===== config.mk =====
export PLATFORM = sky130hd
export DESIGN_NAME = c3ic_fifo
export DESIGN_NICKNAME = d
export VERILOG_FILES = /design/src/rtl/core/c3ic_pkg.sv /design/src/rtl/core/c3ic_fifo.sv
export SDC_FILE = /design/constraint.sdc
export NUM_CORES = 1
export LEC_CHECK = 0
export ABC_AREA = 1
export BUFFER_PORTS_ARGS = -buffer_cell sky130_fd_sc_hd__buf_2
export CAP_MARGIN = 40
export CORE_MARGIN = 3
export CORE_UTILIZATION = 45
export DETAILED_ROUTE_END_ITERATION = 6
export PLACE_DENSITY = 0.77
export SYNTH_ARGS = -nofsm -noshare
export SYNTH_HDL_FRONTEND = slang
export SYNTH_SLANG_ARGS = --single-unit

===== constraint.sdc =====
create_clock -name clk -period 2.7 [get_ports clk]
set_input_delay 0.27 -clock clk [delete_from_list [all_inputs] [get_ports clk]]
set_output_delay 0.27 -clock clk [all_outputs]
set_load 0.02 [all_outputs]

===== src/rtl/core/c3ic_pkg.sv =====
`default_nettype none

package c3ic_pkg;

  localparam int PIX_W     = 8;
  localparam int GEO_W     = 13;
  localparam int GEO_MAX   = 8191;
  localparam int ROW_W     = 12;
  localparam int STRIDE_W  = 3;
  localparam int COEF_W    = 24;
  localparam int CFG_IDX_W = 3;

  localparam int MAX_IMAGE_ROWS = 4096;
  localparam int PIX_MAX        = 255;

  // Arithmetic widths of the weighted sum
  localparam int PROD_W = 17;
  localparam int RSUM_W = 19;
  localparam int SUM_W  = 21;

  // Queue between the window front and the arithmetic back
  localparam int Q_DEPTH = 4;
  localparam int Q_PTR_W = $clog2(Q_DEPTH);
  localparam int Q_CNT_W = $clog2(Q_DEPTH + 1);

  // Register indexes
  localparam logic [CFG_IDX_W-1:0] REG_ROW_SAMPLES    = 3'd0;
  localparam logic [CFG_IDX_W-1:0] REG_IMAGE_ROWS     = 3'd1;
  localparam logic [CFG_IDX_W-1:0] REG_CHANNEL_STRIDE = 3'd2;
  localparam logic [CFG_IDX_W-1:0] REG_COEF_ROW_TOP   = 3'd3;
  localparam logic [CFG_IDX_W-1:0] REG_COEF_ROW_MID   = 3'd4;
  localparam logic [CFG_IDX_W-1:0] REG_COEF_ROW_BOT   = 3'd5;

  // Reset values: kernel -1 -1 -1 / -1 8 -1 / -1 -1 -1
  localparam logic [GEO_W-1:0]    RST_ROW_SAMPLES    = 13'd4096;
  localparam logic [GEO_W-1:0]    RST_IMAGE_ROWS     = 13'd4096;
  localparam logic [STRIDE_W-1:0] RST_CHANNEL_STRIDE = 3'd1;
  localparam logic [COEF_W-1:0]   RST_COEF_ROW_TOP   = 24'hFFFFFF;
  localparam logic [COEF_W-1:0]   RST_COEF_ROW_MID   = 24'hFF08FF;
  localparam logic [COEF_W-1:0]   RST_COEF_ROW_BOT   = 24'hFFFFFF;

  // Effective frame geometry after range limiting
  typedef struct packed {
    logic [GEO_W-1:0]    w;
    logic [GEO_W-1:0]    h;
    logic [STRIDE_W-1:0] s;
  } geo_t;

  // Kernel rows: index 0 top, 2 bottom; left weight in the low byte
  typedef struct packed {
    logic [2:0][COEF_W-1:0] row;
  } coef_t;

  // Nine masked taps of one result: tap[row][column], column 0 is left
  typedef struct packed {
    logic [2:0][2:0][PIX_W-1:0] tap;
    logic                       last;
  } taps_t;

endpackage

`default_nettype wire


===== src/rtl/core/c3ic_fifo.sv =====
`default_nettype none

module c3ic_fifo (
  input  wire logic                          clk,
  input  wire logic                          rst_n,
  input  wire logic                          push,
  input  wire c3ic_pkg::taps_t               wr_data,
  input  wire logic                          pop,
  output c3ic_pkg::taps_t                    rd_data,
  output logic                               not_empty,
  output logic [c3ic_pkg::Q_CNT_W-1:0]       level
);

  c3ic_pkg::taps_t                entry_r [c3ic_pkg::Q_DEPTH];
  logic [c3ic_pkg::Q_PTR_W-1:0]   wr_ptr_r, rd_ptr_r;
  logic [c3ic_pkg::Q_CNT_W-1:0]   cnt_r, cnt_nxt;

  always_comb begin
    cnt_nxt = cnt_r;
    if (push && !pop) begin
      cnt_nxt = cnt_r + 1'b1;
    end else if (pop && !push) begin
      cnt_nxt = cnt_r - 1'b1;
    end
  end

  always_ff @(posedge clk) begin
    if (!rst_n) begin
      wr_ptr_r <= '0;
      rd_ptr_r <= '0;
      cnt_r    <= '0;
    end else begin
      cnt_r <= cnt_nxt;
      if (push) begin
        wr_ptr_r <= wr_ptr_r + 1'b1;
      end
      if (pop) begin
        rd_ptr_r <= rd_ptr_r + 1'b1;
      end
    end
  end

  always_ff @(posedge clk) begin
    if (push) begin
      entry_r[wr_ptr_r] <= wr_data;
    end
  end

  assign rd_data   = entry_r[rd_ptr_r];
  assign not_empty = cnt_r != '0;
  assign level     = cnt_r;

endmodule

`default_nettype wire


# Word-level counts from Yosys, hierarchy flattened
# Memories as Yosys holds them, arrays and structs flattened. A register that Yosys moved wholly into a read port is not among the register bits.
# Cells that the tools add are included.
dict set report classes {
  muxes 6
  addsub 4
  n_reduce_logical 6
}
# operator count
set op_table {}
lappend op_table {{2-to-1 mux 3 bit} 2}
lappend op_table {{adder 2 x 1 -> 2 bit (second input constant)} 2}
lappend op_table {{2-to-1 mux 2 bit} 2}
lappend op_table {{adder 3 x 1 -> 3 bit (second input constant)} 1}
lappend op_table {{nonzero test 3 bit} 1}
lappend op_table {{subtractor 3 x 1 -> 3 bit (second input constant)} 1}
lappend op_table {{logical AND 1 bit} 2}
lappend op_table {{zero test 1 bit} 2}
lappend op_table {{2-to-1 mux 1 bit} 2}
lappend op_table {{nonzero test 2 bit} 1}
dict set report totals {
  wordCells 20
  mem_count 1
  mem_bits_rw 292
  regBits 7
}
# memory words word_bits rd rd_ports_with_merged_regs write_ports line_no
set mem_list {}
lappend mem_list {entry_r 4 73 1 1 1 c3ic_fifo.sv:14} ;# c3ic_pkg::taps_t entry_r [c3ic_pkg::Q_DEPTH];

# Longest topological paths before layout
dict set report logic_depth {
  word_depth 4
  ltp_mapped 10
  mapped_depth_nobuf 10
}

# Least setup slack after synthesis
# OpenSTA, ideal clock, no wires.
dict set report synth_path {
  path_type {flip-flop to flip-flop}
  startpoint {register wr_ptr_r[0] (netlist bit)}
  endpoint {memory entry_r[2][0] (netlist bit) (enable)}
  setup_ps 427
  t_arrival_ps 2004
  setup_slack_ps 269
  n_path_buf 0
  period_less_slack_ps 2431
  required_time_ps 2273
  stages_incl_launch_ff 5
  path_cell_list {dfxtp_1 inv_1 ha_1 nand2_1 inv_1}
}
# item line_no
set synth_lines {}
lappend synth_lines {{start: declaration} c3ic_fifo.sv:15} ;# logic [c3ic_pkg::Q_PTR_W-1:0] wr_ptr_r, rd_ptr_r;
lappend synth_lines {{start signal: assignment} c3ic_fifo.sv:35} ;# wr_ptr_r <= wr_ptr_r + 1'b1;
lappend synth_lines {{end: declaration} c3ic_fifo.sv:14}
# Straight into the memory's write port.

==> Flow_metrics.wiki <==
{| class="wikitable"
! Metric !! Value
|-
| Worst Path Max Fanout || 146
|-
| Setup total negative slack || 0 ps
|-
| Routed length on met3 || 1970 um
|-
| Leading cell types in the layout, fill and taps excluded || sky130_fd_sc_hd__edfxtp_1 (292), sky130_fd_sc_hd__buf_2 (153), sky130_fd_sc_hd__nor2_1 (152), sky130_fd_sc_hd__o21ai_0 (85)
|-
| Required time of the critical path || 2430 ps
|-
| YS warnings || 0
|-
| Delay of the slowest cell on the worst path || 450 ps
|-
| Via count of the first global-routing pass || 7130
|-
| Global-route wire length before repair || 37100 um
|-
| Overflow left after global routing || 0
|-
| Horizontal die dimension || 164 um
|-
| Switching share of total power || 23.3%
|-
| Power density cells || 741 mW/mm^2
|-
| Sequential fraction of design power || 51.8%
|-
| Number of nets in the synthesized netlist || 847
|-
| Library cell used as clock root buffer || sky130_fd_sc_hd__clkbuf_16
|-
| Core area || 0.0245 mm^2
|-
| Share of synthesized area occupied by flip-flops and latches || 79.4%
|-
| Port buffer count || 153
|-
| Fin. Hold Viols || 0
|-
| CP arrival || 2060 ps
|-
| Portion of total power attributed to combinational logic || 11.2%
|-
| DRT met1 WL || 9870 um
|-
| Proportion of layout cells with a drive suffix above 1 || 21.8%
|-
| DP HPWL || 13200 um
|-
| Number of sinks driven by the clock tree || 301
|-
| CP endpoint kind || primary output
|-
| Category of the most critical setup path || flop to primary output
|-
| Pin count of the biggest net entering global routing || 147
|-
| CP startpoint kind || flop
|-
| Max Freq || 429 MHz
|-
| Final count of negative-setup-slack endpoints || 0
|-
| Cell with the largest stage delay on the worst path || sky130_fd_sc_hd__buf_12
|-
| DR iter-0 viols || 462
|-
| Final period utilization || 86.3%
|-
| Growth of design area from synthesis to finish || 24.3%
|-
| Clock slew seen by the registers of the worst setup and hold paths || 60 ps
|-
| Cts bufs inserted || 29
|-
| Relative contribution of the clock network to total power || 37.0%
|-
| Initial core utilization || 46.1%
|-
| Net switching power of the design || 2.42 mW
|-
| Run status || finished, final reports clean
|-
| Average vias per placed instance || 5.25
|-
| RSZ-0062 raised after global routing || false
|-
| All-layer global routing usage || 17.6%
|-
| Average instance area after synthesis || 14.8 um^2
|-
| Final Max Tran Viols || 0
|-
| Internal portion of total power || 7.97 mW
|-
| Top layer in use || met4
|-
| Utilization after layout || 57.3%
|-
| Routability cong. || 0.738
|-
| Cell area after synthesis || 0.0113 mm^2
|-
| Setup clock skew after layout || 12.7 ps
|-
| Standard-cell rows || 57
|-
| Max Cap Violations || 0
|-
| Area enclosed by the die boundary || 0.0270 mm^2
|-
| Total length of routed met2 wires || 12000 um
|-
| Total vias in the final route || 7048
|-
| Flop and latch count out of synthesis || 301
|-
| Count of cells resized by post-cts repair || 0
|-
| Chip height || 164 um
|-
| Number of distinct standard cells referenced by the synthesized netlist || 20
|-
| Final-stage net count || 1077
|-
| Clock tree from TritonCTS || built
|-
| Worst slew slack as a fraction of its limit || 57.6%
|-
| Routed Antenna Nets || 0
|-
| Antenna violations before repair || 1
|-
| Router iterations before antenna repair || 5
|-
| Gate count of the mapped netlist || 764
|-
| Cells along the critical path || buf_12 > o21ai_0 > o22ai_1 > buf_2
|-
| Source-to-sink clock delay at the later pin of the worst-skew pair || 530 ps
|-
| Post-Route WL || 24400 um
|-
| Min Clock Period, post-route || 2330 ps
|-
| CTS HTree Levels || 1
|-
| I/O pin total || 154
|-
| Actual transition at the worst max-transition pin || 635 ps
|-
| Number of design rule violations left after detail routing || 0
|-
| Standby leakage power || 4.98 nW
|-
| Leading cell type in the layout, fill and taps excluded || sky130_fd_sc_hd__edfxtp_1
|-
| Number of buffers between clock root and the deepest sink || 3
|-
| Average wire length per cell after detail routing || 18.2 um
|-
| Type of the tightest min-delay check || input pin to flop
|-
| IR drop worst, VDD || 0.655 mV
|}
cell families after synthesis:
| group | share of synthesized area [%] |
|---|---|
| AND/OR/NAND/NOR | 5.49 |
| adder cells (fa/ha/maj) | 0.732 |
| buffers and inverters | 3.44 |
| AO/OA/AOI/OAI | 11.0 |
| flip-flops | 79.4 |
timing repair:
action | in CTS | in global routing
hold buffers | 73 | 0
setup endpoints to repair | 0 | 0
hold endpoints to repair | 292 | 0
buffers inserted | 0 | 0
state kept, by name, indices dropped and copies added, names as in the netlist, named ones only:
register / count
wr_ptr_r: 2
rd_ptr_r: 2
level: 3
entry_r: 292
through the flow:
stage	instances	power [mW]	setup slack, ps	hold WS, ps	instance area, um^2
floorplan	764	6.15	269	369	11300
global placement	1214	6.53	902	430	12400
detailed placement	1214	6.56	870	427	12400
CTS	1340	10.5	326	7.93	14000
global route	1341	10.8	221	39.6	14000
finish	1342	10.4	369	39.3	14000
power groups by stage:
| stage | clock network, mW | registers [mW] | logic, mW |
|---|---|---|---|
| finish | 3.84 | 5.39 | 1.16 |
| detailed placement | 0 | 5.48 | 1.07 |
| global placement | 0 | 5.48 | 1.05 |
| CTS | 3.93 | 5.39 | 1.16 |
| global route | 4.11 | 5.40 | 1.27 |
| floorplan | 0 | 5.49 | 0.661 |
cell type report:
cell class | count | area [um^2]
multi-input cells | 399 | 1940
inverters | 17 | 71.3
repair buffers | 246 | 1730
fillers | 1888 | 10400
diodes | 2 | 5.00
well taps | 324 | 405
clock inverters | 21 | 173
flip-flops and latches | 301 | 8950
clock buffers | 32 | 737
critical path, delay by kind of cell, from the launching register on:
family,cells,cell delay [ps]
AO/OA/AOI/OAI,2,430
buffers and inverters,2,660
flip-flops,1,370
per-layer routing:
layer | global-route usage (%) | up-vias
li1 | - | 3336
met1 | 21.9 | 3395
met5 | 0 | -
met3 | 4.51 | 41
met2 | 30.0 | 276
met4 | 6.19 | 0
Yosys cell counts (all sizes together):
library cell / number / area, um^2
nor2: 152 / 571
edfxtp: 292 / 8770
nand4: 1 / 6.26
o21ai: 152 / 761
nand3: 1 / 5.00
fa: 1 / 20.0
clkinv: 1 / 3.75
a21oi: 4 / 20.0
clkbuf: 20 / 80.1
ha: 5 / 62.6
dfxtp: 9 / 180
o22ai: 73 / 457
nand2: 10 / 37.5
buf: 27 / 241
inv: 16 / 62.6
worst paths after layout:
path / from / end / slack (ps) / cells past startpoint
setup reg to reg: wr_ptr_r[0] / entry_r[0][27] / 870 / 5
setup / recovery: flop / rd_data[16] / 370 / 4
hold reg to reg: rd_ptr_r[1] / flop / 440 / 1
hold / removal: rst_n / level[2] / 40 / 3
No activity file was read; power rests on OpenSTA's default activity.
