==> src/rtl/core/c3ic_pkg.sv <==
`default_nettype none

package c3ic_pkg;

  localparam int PIX_W     = 8;
  localparam int GEO_W     = 13;
  localparam int GEO_MAX   = 8191;
  localparam int ROW_W     = 12;
  localparam int STRIDE_W  = 3;
  localparam int COEF_W    = 24;
  localparam int CFG_IDX_W = 3;

  localparam int MAX_IMAGE_ROWS = 4096;
  localparam int PIX_MAX        = 255;

  // Arithmetic widths of the weighted sum
  localparam int PROD_W = 17;
  localparam int RSUM_W = 19;
  localparam int SUM_W  = 21;

  // Queue between the window front and the arithmetic back
  localparam int Q_DEPTH = 4;
  localparam int Q_PTR_W = $clog2(Q_DEPTH);
  localparam int Q_CNT_W = $clog2(Q_DEPTH + 1);

  // Register indexes
  localparam logic [CFG_IDX_W-1:0] REG_ROW_SAMPLES    = 3'd0;
  localparam logic [CFG_IDX_W-1:0] REG_IMAGE_ROWS     = 3'd1;
  localparam logic [CFG_IDX_W-1:0] REG_CHANNEL_STRIDE = 3'd2;
  localparam logic [CFG_IDX_W-1:0] REG_COEF_ROW_TOP   = 3'd3;
  localparam logic [CFG_IDX_W-1:0] REG_COEF_ROW_MID   = 3'd4;
  localparam logic [CFG_IDX_W-1:0] REG_COEF_ROW_BOT   = 3'd5;

  // Reset values: kernel -1 -1 -1 / -1 8 -1 / -1 -1 -1
  localparam logic [GEO_W-1:0]    RST_ROW_SAMPLES    = 13'd4096;
  localparam logic [GEO_W-1:0]    RST_IMAGE_ROWS     = 13'd4096;
  localparam logic [STRIDE_W-1:0] RST_CHANNEL_STRIDE = 3'd1;
  localparam logic [COEF_W-1:0]   RST_COEF_ROW_TOP   = 24'hFFFFFF;
  localparam logic [COEF_W-1:0]   RST_COEF_ROW_MID   = 24'hFF08FF;
  localparam logic [COEF_W-1:0]   RST_COEF_ROW_BOT   = 24'hFFFFFF;

  // Effective frame geometry after range limiting
  typedef struct packed {
    logic [GEO_W-1:0]    w;
    logic [GEO_W-1:0]    h;
    logic [STRIDE_W-1:0] s;
  } geo_t;

  // Kernel rows: index 0 top, 2 bottom; left weight in the low byte
  typedef struct packed {
    logic [2:0][COEF_W-1:0] row;
  } coef_t;

  // Nine masked taps of one result: tap[row][column], column 0 is left
  typedef struct packed {
    logic [2:0][2:0][PIX_W-1:0] tap;
    logic                       last;
  } taps_t;

endpackage

`default_nettype wire

==> src/rtl/core/c3ic_back.sv <==
`default_nettype none

module c3ic_back (
  input  wire logic                        clk,
  input  wire logic                        rst_n,
  input  wire c3ic_pkg::coef_t             coef,
  input  wire logic                        q_valid,
  input  wire c3ic_pkg::taps_t             q_data,
  output logic                             q_pop,
  output logic                             out_valid,
  input  wire logic                        out_ready,
  output logic [c3ic_pkg::PIX_W-1:0]       out_sample,
  output logic                             out_frame_end
);

  localparam int PW = c3ic_pkg::PIX_W;

  logic signed [c3ic_pkg::PROD_W-1:0] prod_nxt [3][3];
  logic signed [c3ic_pkg::PROD_W-1:0] prod_r   [3][3];
  logic signed [c3ic_pkg::RSUM_W-1:0] rsum_nxt [3];
  logic signed [c3ic_pkg::RSUM_W-1:0] rsum_r   [3];
  logic signed [c3ic_pkg::SUM_W-1:0]  total;
  logic [PW-1:0]                      clamp_nxt;

  logic s1_v_r, s1_last_r, s2_v_r, s2_last_r, out_v_r;
  logic rdy1, rdy2, rdy3;

  assign rdy3  = !out_v_r || out_ready;
  assign rdy2  = !s2_v_r || rdy3;
  assign rdy1  = !s1_v_r || rdy2;
  assign q_pop = q_valid && rdy1;

  // Signed weight times unsigned sample
  always_comb begin
    logic signed [c3ic_pkg::PROD_W-1:0] wx, sx;
    for (int k = 0; k < 3; k++) begin
      for (int x = 0; x < 3; x++) begin
        wx = c3ic_pkg::PROD_W'($signed(coef.row[k][PW*x +: PW]));
        sx = c3ic_pkg::PROD_W'({1'b0, q_data.tap[k][x]});
        prod_nxt[k][x] = wx * sx;
      end
    end
  end

  always_comb begin
    for (int k = 0; k < 3; k++) begin
      rsum_nxt[k] = c3ic_pkg::RSUM_W'(prod_r[k][0]) + c3ic_pkg::RSUM_W'(prod_r[k][1]) +
                    c3ic_pkg::RSUM_W'(prod_r[k][2]);
    end
  end

  always_comb begin
    total = c3ic_pkg::SUM_W'(rsum_r[0]) + c3ic_pkg::SUM_W'(rsum_r[1]) +
            c3ic_pkg::SUM_W'(rsum_r[2]);
    priority if (total[c3ic_pkg::SUM_W-1]) begin
      clamp_nxt = '0;
    end else if (total > c3ic_pkg::SUM_W'(c3ic_pkg::PIX_MAX)) begin
      clamp_nxt = PW'(c3ic_pkg::PIX_MAX);
    end else begin
      clamp_nxt = total[PW-1:0];
    end
  end

  always_ff @(posedge clk) begin
    if (!rst_n) begin
      s1_v_r  <= 1'b0;
      s2_v_r  <= 1'b0;
      out_v_r <= 1'b0;
    end else begin
      if (rdy1) begin
        s1_v_r <= q_valid;
      end
      if (rdy2) begin
        s2_v_r <= s1_v_r;
      end
      if (rdy3) begin
        out_v_r <= s2_v_r;
      end
    end
  end

  always_ff @(posedge clk) begin
    if (q_pop) begin
      prod_r    <= prod_nxt;
      s1_last_r <= q_data.last;
    end
    if (rdy2 && s1_v_r) begin
      rsum_r    <= rsum_nxt;
      s2_last_r <= s1_last_r;
    end
    if (rdy3 && s2_v_r) begin
      out_sample    <= clamp_nxt;
      out_frame_end <= s2_last_r;
    end
  end

  assign out_valid = out_v_r;

endmodule

`default_nettype wire

==> config.mk <==
export PLATFORM = sky130hd
export DESIGN_NAME = c3ic_back
export DESIGN_NICKNAME = d
export VERILOG_FILES = /design/src/rtl/core/c3ic_pkg.sv /design/src/rtl/core/c3ic_back.sv
export SDC_FILE = /design/constraint.sdc
export NUM_CORES = 2
export LEC_CHECK = 0
export BUFFER_PORTS_ARGS = -buffer_cell sky130_fd_sc_hd__buf_4
export CAP_MARGIN = 15
export CORE_AREA = 2 2 251 253
export CTS_CLUSTER_SIZE = 10
export DETAILED_ROUTE_END_ITERATION = 10
export DIE_AREA = 0 0 253 255
export PLACE_DENSITY = 0.67
export SLEW_MARGIN = 40
export SYNTH_ARGS = -nofsm -noshare
export SYNTH_HDL_FRONTEND = slang
export SYNTH_SLANG_ARGS = --single-unit
==> constraint.sdc <==
create_clock -name clk -period 33.8 [get_ports clk]
set_clock_uncertainty 0.05 [all_clocks]
set_input_delay 10.14 -clock clk [delete_from_list [all_inputs] [get_ports clk]]
set_output_delay 10.14 -clock clk [all_outputs]
set_load 0.01 [all_outputs]
Word-level counts from Yosys, hierarchy flattened
Cells that the tools add are included.
W data, S select, Z words.
{"block": "totals", "in_bits": 149, "ff_bits": 224, "out_inout_bits": 11}
{"block": "op_classes", "mux": 1, "addsub": 8, "n_reduce_logical": 9, "mul": 9, "magnitude_cmp": 1}
{"operator": "$mul A8 B9 Y17", "n": 9}
{"operator": "$add A18 B17 Y19", "n": 3}
{"operator": "$add A17 B17 Y18", "n": 3}
{"operator": "$add A20 B19 Y21", "n": 1}
{"operator": "$gt A21 B9 Y1 const B", "n": 1}
{"operator": "$add A19 B19 Y20", "n": 1}
{"operator": "$mux W8", "n": 1}
{"operator": "$logic_and A1 B1 Y1", "n": 3}
{"operator": "$logic_not A1 Y1", "n": 3}
{"operator": "$logic_or A1 B1 Y1", "n": 3}

Depth between registers and ports, before layout
{"block": "logic_depth", "ltp_word": 5, "mapped_depth": 20, "ltp_nobuf": 20}

Worst setup path after synthesis
No wires, ideal clock.
{"block": "synth_timing", "path_type": "input-to-output", "start": "in out_ready", "end": "out q_pop", "n_path_buf": 0, "cell_stages": 3, "required_ns": 23.610, "path_slack_ns": 1.905, "t_arrival_ns": 21.705, "path_cell_list": "nor2b_1 > and2_1 > a21boi_0"}
{"block": "synth_via", "elab_chain_len": 4}
{"element": "from (decl)", "line": "c3ic_back.sv:11", "text": "input wire logic out_ready,"}
{"element": "$logic_or A1 B1 Y1", "line": "c3ic_back.sv:28", "text": "assign rdy3 = !out_v_r || out_ready;"}
{"element": "$logic_or A1 B1 Y1", "line": "c3ic_back.sv:29", "text": "assign rdy2 = !s2_v_r || rdy3;"}
{"element": "$logic_or A1 B1 Y1", "line": "c3ic_back.sv:30", "text": "assign rdy1 = !s1_v_r || rdy2;"}
{"element": "$logic_and A1 B1 Y1", "line": "c3ic_back.sv:31", "text": "assign q_pop = q_valid && rdy1;"}
{"element": "to (decl)", "line": "c3ic_back.sv:9", "text": "output logic q_pop,"}
No other way between the ends.

Worst setup path in the final report
Same ends and word-level chain as after synthesis.

==> results.md <==
- Synth top area share: 0.265
- Max Transition Viols Final: 0
- Hpwl dp: 52.6 mm
- Worst-skew pair later-pin latency: 0.54 ns
- Nets: ~4300
- Final min period: 21.32 ns
- Vias: 21377
- Die W: between 200 and 300 um
- Maximum vdd drop: 0.0000679 V
- Post-Place Setup Slack: 12.47 ns
- Post-Syn Nets: 4060
- Final Cycle Share: 0.631
- Top-count cell post-synth: inv_1
- Worst Path Required: 23.61 ns
- Synth-to-Final Area Change: 9.73%
- H-tree depth: 1
- Core Region: between 60000 and 70000 sq um
- CTS Root Buffer Type: clkbuf_16
- Avg Synthesized Cell Area: 10.1 sq um
- Slew @ Worst Pin: 0.802 ns
- CTS tree: yes
- Final wirelength: 63.4 mm
- CTS Buffer Depth: 3
- Residual DRC count: 0
- Setup bufs post-CTS: 0
- Post-synthesis mux area share: 0.000651
- Global Route Usage Sum: 0.206
- Cell count after synthesis: 3047
- CP Buf/Inv Count: 2
- Clk pin slew, worst setup/hold paths: about 0.050 ns
- Fraction of layout cells with a size suffix above 1: 0.0658
- CTS resizes: 0
- FMAX: 0.0469 GHz
- Relative slew margins: 0.464
- Worst r2r path cells: 11
- Worst hold slack: 0.369 ns
- Dpl cells: around 4000
- Post-DR vias/cell: around 5.3
- Warnings, synthesis: 0
- Synth Area in Simple Gates: 0.152
- Leakage: 16.4 nW
- RSZ-0062 raised after global routing: no
- Hold endpoint: s2_last_r$_DFFE_PP_
- Post-Layout Cell Count: a little over 4000
- Largest family of logic cells by synthesized area: adder cells
- Synth Area in Adders: 0.451
- MaxCap Viol Count: 0
- Post-synthesis register bit count: 224
- Number of antenna violations at the first check in global routing: 1
- CP Max Fanout: 4
- Largest net degree at the start of global routing: 69
- Metal3 WL: 1.92 mm
- Area contributors post-synth: fa_1 27%, edfxtp_1 22%, ha_1 19%
- Starting Density: 0.495
- Hold_buf cts: 0
- Die height: 255 um
- CP Class: in2out
- Synth Area in Compound Gates: 0.0629
- WP data arrival: 11.13 ns
- Critical-path cell list: buf_4 -> nor2b_1 -> and2_1 -> a21boi_4 -> buf_4
- Hold Vio Cnt, Final: 0
- Drt pass-1 iters: 4
- Pwr dens: 87.8 nW/um^2
- Top Family by Delay on Critical Path: compound AO/OA/AOI/OAI gates
- Post-Synth XOR/XNOR Area: 0.0422
- Setup crit start kind: input port
- Overall power: 2.96 mW
- Top layer used by detailed routing: met4
- Initial DRC count: around 1000
- Worst Setup Slack, final: between 10 and 15 ns
- Met1 Routed Length: 28.7 mm
- Min-delay src: s1_last_r$_DFFE_PP_
- Fraction of registers with async set/reset: 0
- R2r setup slk: 29.54 ns
- CP max-delay cell: a21boi_4
- I/O pins: 160
- Setup total negative slack: 0 ns
- Vias in the first global route: 22758
- Yosys cell types: 61
- Most area-hungry cell type in the Yosys netlist: fa_1
- Sequential fraction of the synthesis area: 0.218
- Post-synth EDFFs: 221
- Buffers on Ports: 159
- Reg2Reg Launch Point: rsum_r[39]$_DFFE_PP_
- Synth cell count leaders: 604 x inv_1, 457 x ha_1, 407 x fa_1, 296 x and2_1, 278 x nand2_1
- ANT nets after route: 0
- First-pass GRT wire length: 109 mm
- Critical Path Max Stage Delay: 0.41 ns
- Status: completed
- Worst R2R End: out_sample[6]$_SDFFCE_PN0P_
- CP dominant cell by count: buf_4
- Row count: 92
- Crit path capture type: primary output
- Wire per inst: 15.7 um
- Gr ovfl total: 0
- Hold Path Class: reg2reg
- CTS Sinks: between 200 and 250
- CTS buffer count: 27
- Die area: 64500 sq um
- Met2 WL post-DR: 32.1 mm
- Routability cong.: 0.874
- Final setup viols: 0
- Synth Flop Type: edfxtp_1
- Worst hold path depth: 0
- Synth Cell Area: 30700 sq um
## cell type report
class | instances | area [sq um]
Fill cell | 5490 | 28400
Tap cell | 799 | 1000
Multi-Input combinational cell | 2218 | 21800
Clock buffer | 40 | 724
Antenna cell | 1 | 2.50
Timing Repair Buffer | 163 | 1230
Clock inverter | 4 | 18.8
Inverter | 604 | 2270
Sequential cell | 224 | 6700
## per-stage QoR
step	cell area (sq um)	util
2_1_floorplan	30700	-
3_3_place_gp	33000	0.531
3_5_place_dp	33000	0.531
4_1_cts	33700	0.543
5_1_grt	33700	0.543
6_report	33700	0.543
## routing by layer
layer	track usage	vias up
li1	-	10204
met1	0.279	10796
met2	0.369	318
met3	0.0184	59
met4	0.0282	0
met5	0	-
## worst reg2reg max path: stages, from the launching register on
cell	delay [ns]
edfxtp_1	0.47
fa_1	0.47
ha_1	0.25
fa_1	0.49
a211oi_1	0.25
o21bai_1	0.17
o21a_4	0.27
a221oi_4	0.27
xor2_1	0.18
o2111ai_1	0.23
a2111oi_4	0.66
a21oi_1	0.23
## cell usage in the layout (no fill, tap or decap), types with 56 or more instances in the layout
| cell | count |
|---|---|
| inv_1 | 604 |
| ha_1 | 457 |
| fa_1 | 407 |
| and2_1 | 296 |
| nand2_1 | 278 |
| edfxtp_1 | 221 |
| buf_4 | 162 |
| xnor2_1 | 122 |
| nor2_1 | 120 |
| a21oi_1 | 89 |
| o21ai_0 | 57 |
| nand2b_1 | 56 |
## flip-flops by register name (all words and copies together) (netlist names)
register / flops
out_valid: 1
s1_v_r: 1
s2_last_r: 1
out_sample: 8
s2_v_r: 1
rsum_r: 57
prod_r: 153
out_frame_end: 1
s1_last_r: 1
## worst max path at each step
stage	cells past startpoint	end	from	slack [ns]
floorplan	3	q_pop	out_ready	1.91
global placement	5	q_pop	out_ready	12.45
detailed placement	5	q_pop	out_ready	12.47
CTS	5	q_pop	out_ready	12.47
global route	5	q_pop	out_ready	12.45
finish	5	q_pop	out_ready	12.48
## logic make-up (layout without fill, tap and decap cells)
| logic type | count (synthesis) | count (layout) |
|---|---|---|
| compound gates | 290 | 290 |
| xor+xnor | 148 | 148 |
| fa+ha+maj | 864 | 864 |
| buf+inv | 605 | 811 |
| flops | 224 | 224 |
| mux | 2 | 2 |
| other cells | 0 | 1 |
| simple gates | 914 | 914 |
## report_power, final
group	internal (mW)	switching [mW]
clock network	0.146	0.106
registers	0.538	0.0761
logic	0.926	1.17
total	1.61	1.35
(Power assumes the default switching activity.)
